[src/sv/tpts_pkg.sv]
// ============================================================================
// tpts_pkg
// Shared types and codes of the tick priority task scheduler: request and
// result payloads, function codes and the controller/datapath interface.
// ============================================================================
package tpts_pkg;

   localparam int FUNC_W    = 3;
   localparam int TASK_ID_W = 3;
   localparam int VALUE_W   = 16;

   typedef logic [TASK_ID_W-1:0] task_id_type;
   typedef logic [VALUE_W-1:0]   value_type;

   // Function codes of a request. Codes above FUNC_TICKS change no task state.
   typedef enum logic [FUNC_W-1:0] {
      FUNC_SCHEDULE = 3'd0,
      FUNC_LOAD     = 3'd1,
      FUNC_SLEEP    = 3'd2,
      FUNC_WAIT     = 3'd3,
      FUNC_TICKS    = 3'd4
   } func_type;

   typedef struct packed {
      logic [FUNC_W-1:0] func;
      task_id_type       task_index;
      value_type         value;
   } req_type;

   typedef struct packed {
      task_id_type running_task;
      logic        none_ready;
   } rsp_type;

   // Commands from the controller to the datapath.
   typedef struct packed {
      logic accept;      // a request is taken this cycle
      logic scan_en;     // process the task under the sweep counter in a pass
      logic refill_en;   // refill the task under the sweep counter
      logic pass_clear;  // clear the pass accumulators before the next sweep
      logic dec_skip;    // with pass_clear: next pass skips idle passes
      logic commit;      // the picked task becomes the running task
      logic fail;        // no task can ever be picked
   } dp_cmd_type;

   // Status from the datapath to the controller.
   typedef struct packed {
      logic last;        // sweep counter is on the last task
      logic found;       // the pass picked a task
      logic any_pri;     // some candidate has a nonzero priority
      logic skip_ok;     // some free sleeper will still wake up
   } dp_stat_type;

endpackage

[src/sv/tpts_ctrl.sv]
// ============================================================================
// tpts_ctrl
// Controller of the scheduler: sequences scan and refill sweeps and the
// one-cycle result strobe.
// ============================================================================
module tpts_ctrl (
   input  logic                  clock,
   input  logic                  reset,
   input  logic                  start,
   input  logic [tpts_pkg::FUNC_W-1:0] func,
   input  tpts_pkg::dp_stat_type stat,
   output tpts_pkg::dp_cmd_type  cmd,
   output logic                  busy,
   output logic                  rsp_valid
);

   typedef enum logic [4:0] {
      ST_IDLE   = 5'b00001,
      ST_SCAN   = 5'b00010,
      ST_DECIDE = 5'b00100,
      ST_REFILL = 5'b01000,
      ST_RESP   = 5'b10000
   } state_type;

   state_type state_ff;
   state_type state_in;
   logic      accept;

   assign busy      = (state_ff != ST_IDLE);
   assign rsp_valid = (state_ff == ST_RESP);
   assign accept    = start && !busy;

   always_comb begin
      state_in = state_ff;
      cmd      = '0;
      cmd.accept = accept;
      case (state_ff)
         ST_IDLE: begin
            if (accept) begin
               if (func == tpts_pkg::FUNC_SCHEDULE) begin
                  state_in = ST_SCAN;
               end else begin
                  state_in = ST_RESP;
               end
            end
         end
         ST_SCAN: begin
            cmd.scan_en = 1'b1;
            if (stat.last) begin
               state_in = ST_DECIDE;
            end
         end
         ST_DECIDE: begin
            if (stat.found) begin
               cmd.commit = 1'b1;
               state_in   = ST_RESP;
            end else if (stat.any_pri) begin
               cmd.pass_clear = 1'b1;
               state_in       = ST_REFILL;
            end else if (stat.skip_ok) begin
               cmd.pass_clear = 1'b1;
               cmd.dec_skip   = 1'b1;
               state_in       = ST_SCAN;
            end else begin
               cmd.fail = 1'b1;
               state_in = ST_RESP;
            end
         end
         ST_REFILL: begin
            cmd.refill_en = 1'b1;
            if (stat.last) begin
               state_in = ST_SCAN;
            end
         end
         ST_RESP: begin
            state_in = ST_IDLE;
         end
         default: begin
            state_in = ST_IDLE;
         end
      endcase
   end

   always_ff @(posedge clock) begin
      if (reset) begin
         state_ff <= ST_IDLE;
      end else begin
         state_ff <= state_in;
      end
   end

endmodule

[src/sv/tpts_dp.sv]
// ============================================================================
// tpts_dp
// Datapath of the scheduler: task tables, running task, sweep counter and
// the per-pass accumulators for the best task and the next wake-up.
// ============================================================================
module tpts_dp #(
   parameter int TASK_COUNT = 8
) (
   input  logic                  clock,
   input  logic                  reset,
   input  tpts_pkg::req_type     req,
   input  tpts_pkg::dp_cmd_type  cmd,
   output tpts_pkg::dp_stat_type stat,
   output tpts_pkg::rsp_type     rsp
);

   localparam int IW = (TASK_COUNT > 1) ? $clog2(TASK_COUNT) : 1;

   typedef logic [IW-1:0] idx_type;

   tpts_pkg::value_type ticks_ff [TASK_COUNT];
   tpts_pkg::value_type ticks_in [TASK_COUNT];
   tpts_pkg::value_type prio_ff  [TASK_COUNT];
   tpts_pkg::value_type prio_in  [TASK_COUNT];
   tpts_pkg::value_type sleep_ff [TASK_COUNT];
   tpts_pkg::value_type sleep_in [TASK_COUNT];
   logic                wait_ff  [TASK_COUNT];
   logic                wait_in  [TASK_COUNT];

   idx_type             cur_ff, cur_in;
   logic                none_ff, none_in;
   idx_type             cnt_ff, cnt_in;
   tpts_pkg::value_type best_ff, best_in;
   idx_type             pick_ff, pick_in;
   logic                anypri_ff, anypri_in;
   tpts_pkg::value_type dmin_ff, dmin_in;
   tpts_pkg::value_type dec_ff, dec_in;

   tpts_pkg::value_type s_cur;
   tpts_pkg::value_type s_new;
   logic                cand_scan;
   logic                cand_refill;
   logic                last;
   logic                idx_ok;
   idx_type             req_idx;

   assign last        = (cnt_ff == idx_type'(TASK_COUNT - 1));
   assign s_cur       = sleep_ff[cnt_ff];
   // A pass decrements by one; after idle passes were skipped it takes the
   // whole distance to the next wake-up at once, saturating at zero.
   assign s_new       = (s_cur > dec_ff) ? (s_cur - dec_ff) : '0;
   assign cand_scan   = (s_new == '0) && !wait_ff[cnt_ff];
   assign cand_refill = (s_cur == '0) && !wait_ff[cnt_ff];
   assign idx_ok      = (32'(req.task_index) < TASK_COUNT);
   assign req_idx     = idx_type'(req.task_index);

   assign stat.last    = last;
   assign stat.found   = (best_ff != '0);
   assign stat.any_pri = anypri_ff;
   assign stat.skip_ok = (dmin_ff != '0);

   assign rsp.running_task = tpts_pkg::task_id_type'(cur_ff);
   assign rsp.none_ready   = none_ff;

   always_comb begin
      ticks_in  = ticks_ff;
      prio_in   = prio_ff;
      sleep_in  = sleep_ff;
      wait_in   = wait_ff;
      cur_in    = cur_ff;
      none_in   = none_ff;
      cnt_in    = cnt_ff;
      best_in   = best_ff;
      pick_in   = pick_ff;
      anypri_in = anypri_ff;
      dmin_in   = dmin_ff;
      dec_in    = dec_ff;

      if (cmd.accept) begin
         none_in = 1'b0;
         case (req.func)
            tpts_pkg::FUNC_SCHEDULE: begin
               cnt_in    = '0;
               best_in   = '0;
               pick_in   = '0;
               anypri_in = 1'b0;
               dmin_in   = '0;
               dec_in    = tpts_pkg::value_type'(1);
            end
            tpts_pkg::FUNC_LOAD: begin
               if (idx_ok) begin
                  prio_in[req_idx]  = req.value;
                  ticks_in[req_idx] = req.value;
               end
            end
            tpts_pkg::FUNC_SLEEP: begin
               sleep_in[cur_ff] = req.value;
            end
            tpts_pkg::FUNC_WAIT: begin
               if (idx_ok) begin
                  wait_in[req_idx] = req.value[0];
               end
            end
            tpts_pkg::FUNC_TICKS: begin
               if (idx_ok) begin
                  ticks_in[req_idx] = req.value;
               end
            end
            default: begin
            end
         endcase
      end

      if (cmd.scan_en) begin
         sleep_in[cnt_ff] = s_new;
         if (cand_scan && (ticks_ff[cnt_ff] > best_ff)) begin
            best_in = ticks_ff[cnt_ff];
            pick_in = cnt_ff;
         end
         if (cand_scan && (prio_ff[cnt_ff] != '0)) begin
            anypri_in = 1'b1;
         end
         if (!wait_ff[cnt_ff] && (s_new != '0) && ((dmin_ff == '0) || (s_new < dmin_ff))) begin
            dmin_in = s_new;
         end
      end

      if (cmd.refill_en && cand_refill) begin
         ticks_in[cnt_ff] = prio_ff[cnt_ff];
      end

      if (cmd.scan_en || cmd.refill_en) begin
         cnt_in = last ? '0 : (cnt_ff + idx_type'(1));
      end

      if (cmd.pass_clear) begin
         best_in   = '0;
         pick_in   = '0;
         anypri_in = 1'b0;
         dmin_in   = '0;
         dec_in    = cmd.dec_skip ? dmin_ff : tpts_pkg::value_type'(1);
      end

      if (cmd.commit) begin
         cur_in = pick_ff;
      end

      if (cmd.fail) begin
         none_in = 1'b1;
      end
   end

   always_ff @(posedge clock) begin
      if (reset) begin
         for (int i = 0; i < TASK_COUNT; i++) begin
            ticks_ff[i] <= '0;
            prio_ff[i]  <= '0;
            sleep_ff[i] <= '0;
            wait_ff[i]  <= 1'b0;
         end
         cur_ff  <= '0;
         none_ff <= 1'b0;
         cnt_ff  <= '0;
      end else begin
         ticks_ff <= ticks_in;
         prio_ff  <= prio_in;
         sleep_ff <= sleep_in;
         wait_ff  <= wait_in;
         cur_ff   <= cur_in;
         none_ff  <= none_in;
         cnt_ff   <= cnt_in;
      end
      best_ff   <= best_in;
      pick_ff   <= pick_in;
      anypri_ff <= anypri_in;
      dmin_ff   <= dmin_in;
      dec_ff    <= dec_in;
   end

endmodule

[src/sv/tick_priority_task_scheduler_top.sv]
// ============================================================================
// tick_priority_task_scheduler_top
// Priority scheduler over TASK_COUNT tasks with remaining ticks, sleep
// countdowns and wait flags; a controller sequences sweeps over a datapath.
// ============================================================================
//
//   Channel   Ports                          Handshake
//   --------  -----------------------------  --------------------------------
//   request   start, busy, req_payload       taken when start is high and
//                                            busy is low
//   result    rsp_valid, rsp_payload         one result per request, shown
//                                            for exactly one cycle
//
// A request that only loads task state is answered in the cycle right after
// its acceptance, and the next request can be taken once that result cycle
// has passed. A schedule request runs scan sweeps, each followed by a
// decision state, with a refill sweep between passes where needed, and ends
// in the result state; the sweep counter walks the task table one entry per
// cycle.
// Reset is synchronous and active high and clears all task state. The result
// cannot be stalled; busy stays high until the result cycle has passed.
//
module tick_priority_task_scheduler_top #(
   parameter int TASK_COUNT = 8
) (
   input  logic                clock,
   input  logic                reset,
   input  logic                start,
   output logic                busy,
   input  tpts_pkg::req_type   req_payload,
   output logic                rsp_valid,
   output tpts_pkg::rsp_type   rsp_payload
);

   tpts_pkg::dp_cmd_type  cmd;
   tpts_pkg::dp_stat_type stat;

   // The controller walks through scan passes. A pass decrements every sleep
   // count and tracks the first task with the strictly greatest ticks among
   // tasks that are neither sleeping nor waiting. When a pass picks nothing,
   // either the candidates are refilled from their priorities (the following
   // pass then always picks), or the passes up to the next wake-up of a
   // sleeper that is not waiting are folded into the next pass, or the
   // request ends with none_ready. Every folded pass wakes at least one such
   // sleeper, so a request ends within TASK_COUNT + 3 passes.
   tpts_ctrl u_ctrl (
      .clock     (clock),
      .reset     (reset),
      .start     (start),
      .func      (req_payload.func),
      .stat      (stat),
      .cmd       (cmd),
      .busy      (busy),
      .rsp_valid (rsp_valid)
   );

   // The datapath holds the task tables and applies the load requests in
   // the cycle the request is taken.
   tpts_dp #(
      .TASK_COUNT (TASK_COUNT)
   ) u_dp (
      .clock (clock),
      .reset (reset),
      .req   (req_payload),
      .cmd   (cmd),
      .stat  (stat),
      .rsp   (rsp_payload)
   );

   // A request other than schedule is answered in the very next cycle.
   assert property (@(posedge clock) disable iff (reset)
      (start && !busy && (req_payload.func != tpts_pkg::FUNC_SCHEDULE)) |=> rsp_valid)
      else $error("load request not answered in the next cycle");

   // A request other than schedule never moves the running task.
   assert property (@(posedge clock) disable iff (reset)
      (start && !busy && (req_payload.func != tpts_pkg::FUNC_SCHEDULE))
         |=> $stable(rsp_payload.running_task))
      else $error("running task changed by a load request");

   // When no task can be picked, the running task keeps its value.
   assert property (@(posedge clock) disable iff (reset)
      (rsp_valid && rsp_payload.none_ready) |-> $stable(rsp_payload.running_task))
      else $error("running task changed although none was ready");

   // The block only becomes free again right after its result strobe.
   assert property (@(posedge clock) disable iff (reset)
      $fell(busy) |-> $past(rsp_valid))
      else $error("busy dropped without a result");

endmodule
[config.mk]
export PLATFORM = sky130hd
export DESIGN_NAME = tick_priority_task_scheduler_top
export DESIGN_NICKNAME = d
export VERILOG_FILES = /design/src/sv/tpts_pkg.sv /design/src/sv/tpts_ctrl.sv /design/src/sv/tpts_dp.sv /design/src/sv/tick_priority_task_scheduler_top.sv
export SDC_FILE = /design/constraint.sdc
export NUM_CORES = 1
export LEC_CHECK = 0
export ABC_AREA = 1
export BUFFER_PORTS_ARGS = -buffer_cell sky130_fd_sc_hd__buf_2
export CORE_ASPECT_RATIO = 1.4
export CORE_MARGIN = 2
export CORE_UTILIZATION = 30
export DETAILED_ROUTE_END_ITERATION = 8
export GPL_TIMING_DRIVEN = 1
export RECOVER_POWER = 25
export SYNTH_ARGS = -nofsm -noshare
export SYNTH_HDL_FRONTEND = slang
export SYNTH_SLANG_ARGS = --single-unit
[constraint.sdc]
create_clock -name clock -period 5.1 [get_ports clock]
set_input_delay 0.51 -clock clock [delete_from_list [all_inputs] [get_ports clock]]
set_output_delay 0.51 -clock clock [all_outputs]
set_load 0.005 [all_outputs]
==> metrics.txt, run 1 <==
status=finished, violations left; failing checks=max-capacitance violations, max-slew violations; DP Wirelength=58,000 µm; crit end category=register; Vias/cell=5.30; hold slack=roughly 0.27 ns; number of remaining DRC errors=0; final wirelength=88,200 µm; largest vdd supply drop=0.241 mV; Max Transition Viols Final=approximately 190; # H-tree levels=2; Primary FF master, synth=dfxtp_1; fin cells=approximately 4.4k; final count of hold timing violations=0; worst slew pin tran=2.38 ns; clk_lat worst skew=approximately 0.62 ns; Sequential Power Share=0.444; DRC marker count from the first detailed-route iteration=2,248; CP Launch Type=register; IO Port Bufs=30; Psw=0.00215 W; CP dominant cell by count=nand2_1; RSZ-0062 raised after global routing=no; Syn Inst Count=between 3k and 4k; die width=between 200 and 250 µm; switching share of power=0.259; via count=23.2k; area growth from synthesis to layout=13.7%; worst hold path type=input pin to register; PD cells=roughly 310 mW/mm²; largest stage delay on the critical path=between 0.4 and 0.5 ns; dominant cells by area after synthesis=dfxtp_1, nand2_1, a21oi_1, nor2_1, inv_1; Final TNS setup=0 ns; list of most frequent post-synthesis cells=nand2_1, nor2_1, dfxtp_1, a21oi_1, inv_1; min Tclk post-route=4.79 ns; Tot GR Track Use=0.216; Worst Path Max Fanout=18; std cell rows=121; drt pass-1 iters=6; Yosys top cell area share=0.378; CTS root buf=clkbuf_16; Slew Limit Headroom=-0.594; post-route clock period utilization=0.939; die area=0.0800 mm²; asr flop ratio synth=0; # IOs=31; Pint=0.00615 W; area leader, netlist=dfxtp_1; slowest CP cell=fa_1; Synth Cell Area=~0.023 mm²; Worst-path clk slew=0.07 ns; count leader, synth=nand2_1; vias in the first global route=21.3k; first-pass GRT wire length=132,000 µm; fill count=slightly above 8k; grt total ovfl=0; sequential fraction of the synthesis area=0.398; total CTS buffers=49; Synth Net Count=roughly 3.4k; Post-Syn Area per Cell=6.99 µm²; Fmax=209 MHz; dpl cells=4,286; die height=between 300 and 400 µm; ANT nets after route=0; WL/cell=20.2 µm; worst path arrival time=5.30 ns; share of layout cells above drive strength 1=0.0796; nets=3,367; Post-synth EDFFs=16; cell leakage power=11.2 nW; Clock Sinks=around 460; routability cong.=0.936; # setup viols final=0; Critical Path RT=between 5 and 6 ns; antenna violations before repair=4; Final Power=0.00830 W; Clock Path Buffers=3; synth warn=0; crit path kind=register to register; Clock power frac=0.465; pin count of the biggest net entering global routing=124; synth unique cells=52; core box area=0.0774 mm²; Worst Skew=0.0276 ns; logic gate share of total power=0.092; initial core utilization=0.302; #FFs+latches synth=456; Max-Cap Viols=1; TritonCTS clock tree=built
## logic make-up after synthesis
group,synth area share
simple gates,0.224
compound gates,0.223
buf+inv,0.0975
flops,0.398
mux,0.0279
fa+ha+maj,0.0271
xor+xnor,0.00263
## critical path, delay by kind of cell (launching register included)
kind / cells / cell delay [ns]
AND/OR/NAND/NOR: 13 / 1.14
AO/OA/AOI/OAI: 6 / 1.06
buffers and inverters: 7 / 0.96
adder cells (fa/ha/maj): 3 / 0.90
flip-flops: 1 / 0.41
XOR/XNOR: 1 / 0.21
## per-stage QoR
stage,setup slack [ns],instance area (µm²),util
2_1_floorplan,0.404,23300,-
3_3_place_gp,0.198,24800,0.321
3_5_place_dp,0.0741,24800,0.321
4_1_cts,0.0413,26500,0.343
5_1_grt,0.0252,26500,0.343
6_report,0.312,26500,0.343
## registers in the layout, summed over array words and instances (netlist names)
register         cells
u_dp.pick_ff         3
u_dp.sleep_ff      128
u_dp.dmin_ff        16
u_dp.wait_ff         8
u_dp.none_ff         1
u_dp.dec_ff         16
u_dp.prio_ff       128
u_ctrl.state_ff      5
u_dp.cur_ff          3
u_dp.ticks_ff      128
u_dp.anypri_ff       1
u_dp.best_ff        16
u_dp.cnt_ff          3
## worst paths after layout
kind,startpoint,to,slack [ns],cells past startpoint
max,u_dp.cnt_ff[2]$_SDFFE_PP0P_,u_dp.dmin_ff[0]$_SDFF_PP0_,0.31,30
min,start,u_ctrl.state_ff[0]$_SDFFE_PP1P_,0.27,4
max reg2reg,u_dp.cnt_ff[2]$_SDFFE_PP0P_,u_dp.dmin_ff[0]$_SDFF_PP0_,0.31,30
min reg2reg,u_dp.prio_ff[88]$_SDFFE_PP0P_,u_dp.prio_ff[88]$_SDFFE_PP0P_,0.45,2
## power groups by stage
stage                     Clock, W  Sequential, W  Combinational (W)
final                      0.00386        0.00368           0.000761
after global routing       0.00403        0.00369           0.000838
after CTS                  0.00391        0.00369           0.000752
after detailed placement         0        0.00377           0.000748
after global placement           0        0.00376           0.000747
after floorplan                  0        0.00376           0.000500
## area by class of cell
type | count | area, µm² | area share
antenna | 1 | 2.50 | 0.0000943
sequential | 456 | 9290 | 0.350
inverter | 362 | 1360 | 0.0513
tap | 1045 | 1310 | 0.0493
clock inverter | 14 | 226 | 0.00854
clock buffer | 73 | 1490 | 0.0561
multi-input combinational | 2285 | 11900 | 0.447
timing repair buffer | 138 | 978 | 0.0369
## layout by cell type, fill, tap and decap left out, types with 16 or more instances in the layout
cell and instances:
nand3_1 45, nand4_1 36, nand2_1 698, ha_1 49, clkbuf_1 17, inv_1 344, nor3_1 23, mux2i_1 65
nor2_1 440, o22ai_1 63, dfxtp_1 438, clkbuf_16 50, buf_2 26, buf_4 98, o21ai_0 181, edfxtp_1 16
a22oi_1 30, a221oi_1 96, a21oi_1 381, a211oi_1 72
## repair_timing
action                                  CTS  global route
hold buffers                              0             0
buffers inserted                          0             0
resized for setup                         0            13
endpoints found under the setup margin    0            16
## metal layers
metal  share of wire  global-route usage  vias up
li1                -                   -    11000
met1            0.38               0.250    10900
met4           0.062               0.127        6
met5         0.00051                   0        -
met2            0.49               0.372      947
met3           0.067              0.0359      277
Power figures use the tool's default switching activity.
==> inputs of run 2 (changes only) <==
REMOVE_ABC_BUFFERS = 1   (was unset)
==> run 2 against run 1 <==
Against the previous run: the run still ends with max-capacitance violations, max-slew violations left; sequential cell count unchanged; critical path depth is 6 lower; maximum frequency is 1.6% higher; combinational power grew 0.8%; clock power fell by 10%; die area stayed put; setup slack gained 0.075 ns; sequential share of layout area increased by 0.25 points.
==> metrics.txt, run 2 (synthesis results as in run 1) <==
failing checks=max-capacitance violations, max-slew violations; crit path cell chain=buf_4 -> nand3_1 -> inv_2 -> a221oi_1 -> nand4_1 -> ha_1 -> buf_4 -> nand2_1 -> inv_1 -> nand2_1 -> nand3_1 -> nand2_1 -> nand2_1 -> or2_2 -> nand3_1 -> buf_4 -> nand2_1 -> nor2_1 -> nand3_2 -> nor2_1 -> nand2_1 -> buf_12 -> o21ai_0 -> inv_1; final count of hold timing violations=0; total CTS buffers=49; cell leakage power=11.2 nW; antenna violations before repair=0; # IOs=31; ANT nets after route=0; number of remaining DRC errors=0; largest stage delay on the critical path=0.42 ns; final wirelength=90,100 µm; most frequent cells in the layout=nand2_1, nor2_1, dfxtp_1, a21oi_1, inv_1; nets=3,372; Vias/cell=5.31; Tot GR Track Use=0.220; # diodes=0; area growth from synthesis to layout=12.9%; CP dominant cell by count=nand2_1; worst slew pin tran=2.12 ns; Max Transition Viols Final=16; multi-input logic area=0.0118 mm²; drt pass-1 iters=6; RSZ-0062 raised after global routing=no; crit path kind=register to register; CTS root buf=clkbuf_16; Clock Path Buffers=3; first-pass GRT wire length=between 100,000 and 150,000 µm; die height=334 µm; Final Power=between 0.007 and 0.008 W; slowest CP cell=a221oi_1; largest vdd supply drop=0.159 mV; largest registers=u_dp.prio_ff (128), u_dp.sleep_ff (128), u_dp.ticks_ff (128); CP Buf/Inv Count=7; WL/cell=20.6 µm; Worst-path clk slew=0.06 ns; core box area=just under 0.08 mm²; TritonCTS clock tree=built; share of layout cells above drive strength 1=0.0791; grt total ovfl=0; Max-Cap Viols=1; min Tclk post-route=4.71 ns; Layout Utilization=0.340; # H-tree levels=2; Final TNS setup=0 ns; Worst Skew=between 0.01 and 0.015 ns; vias in the first global route=21.7k; Slew Limit Headroom=-0.425; hold slack=0.306 ns; Fmax=around 210 MHz; Clock Sinks=456; via count=23.2k; fill count=8,217; DRC marker count from the first detailed-route iteration=~2.4k; routability cong.=about 0.94; IO Port Bufs=30; Critical Path RT=5.59 ns; status=finished, violations left; pin count of the biggest net entering global routing=115; PD cells=301 mW/mm²; initial core utilization=0.302; DP Wirelength=59,500 µm; crit end category=register; die width=240 µm; register area=between 0.009 and 0.01 mm²; # setup viols final=0; die area=~0.080 mm²; worst path arrival time=5.20 ns; Worst Path Max Fanout=32; CP Launch Type=register; most common cell after layout, fill and taps aside=nand2_1; worst hold path type=input pin to register; hold-fix buffers at CTS=0; std cell rows=121; clk_lat worst skew=0.60 ns; Top Family by Delay on Critical Path=simple AND/OR/NAND/NOR gates; post-route clock period utilization=0.924
==> run 2: layout make-up <==
cell class                 count  share of cell area
multi-input combinational   2285               0.450
sequential                   456               0.353
inverter                     362              0.0518
tap                         1045              0.0497
timing repair buffer         143              0.0392
clock inverter                12             0.00361
clock buffer                  66              0.0528
==> run 2: power breakdown <==
part	switching (W)	leakage, nW	internal, W
Sequential	0.0000279	3.69	0.00366
Clock	0.00152	0.738	0.00194
Combinational	0.000545	6.73	0.000222
Total	0.00209	11.2	0.00582
==> run 2: path summary, 6_finish.rpt <==
| path | slack [ns] | endpoint | cells after the start | from |
|---|---|---|---|---|
| max | 0.39 | u_dp.best_ff[4]$_SDFF_PP0_ | 24 | u_dp.cnt_ff[0]$_SDFFE_PP0P_ |
| max reg2reg | 0.39 | u_dp.best_ff[4]$_SDFF_PP0_ | 24 | u_dp.cnt_ff[0]$_SDFFE_PP0P_ |
| min | 0.31 | u_dp.wait_ff[6]$_SDFFE_PP0P_ | 3 | req_payload[16] |
| min reg2reg | 0.45 | u_dp.prio_ff[64]$_SDFFE_PP0P_ | 2 | u_dp.prio_ff[64]$_SDFFE_PP0P_ |
==> run 2: worst min-delay path, delay by kind of cell <==
family | cells | cell delay (ns)
and+or+nand+nor | 1 | 0.11
buffers and inverters | 1 | 0.14
AOI/OAI and AO/OA | 1 | 0.09
==> run 2: what timing repair did <==
action / 4_1_cts / 5_1_grt
setup endpoints to repair: 7 / 32
pin swaps: 0 / 1
endpoints found under the hold margin: 0 / 0
gates resized for setup: 2 / 9
setup buffers: 0 / 0
cloned: 0 / 0
==> run 2: per-layer routing <==
layer / global-route usage / vias to the layer above / routed length (µm)
met5: 0 / - / 0
met4: 0.137 / 0 / 6110
met3: 0.0290 / 309 / 5700
met2: 0.383 / 945 / 43900
met1: 0.254 / 10900 / 34300
li1: - / 11100 / -
==> run 2: metrics by stage <==
stage | cells | instance area (µm²) | setup slack (ns)
after global placement | 4291 | 24800 | 0.0966
after floorplan | 3103 | 22400 | -0.103
after detailed placement | 4291 | 24800 | -0.00576
after CTS | 4369 | 26300 | 0.0573
after global routing | 4369 | 26300 | 0.0183
final | 4369 | 26300 | 0.387
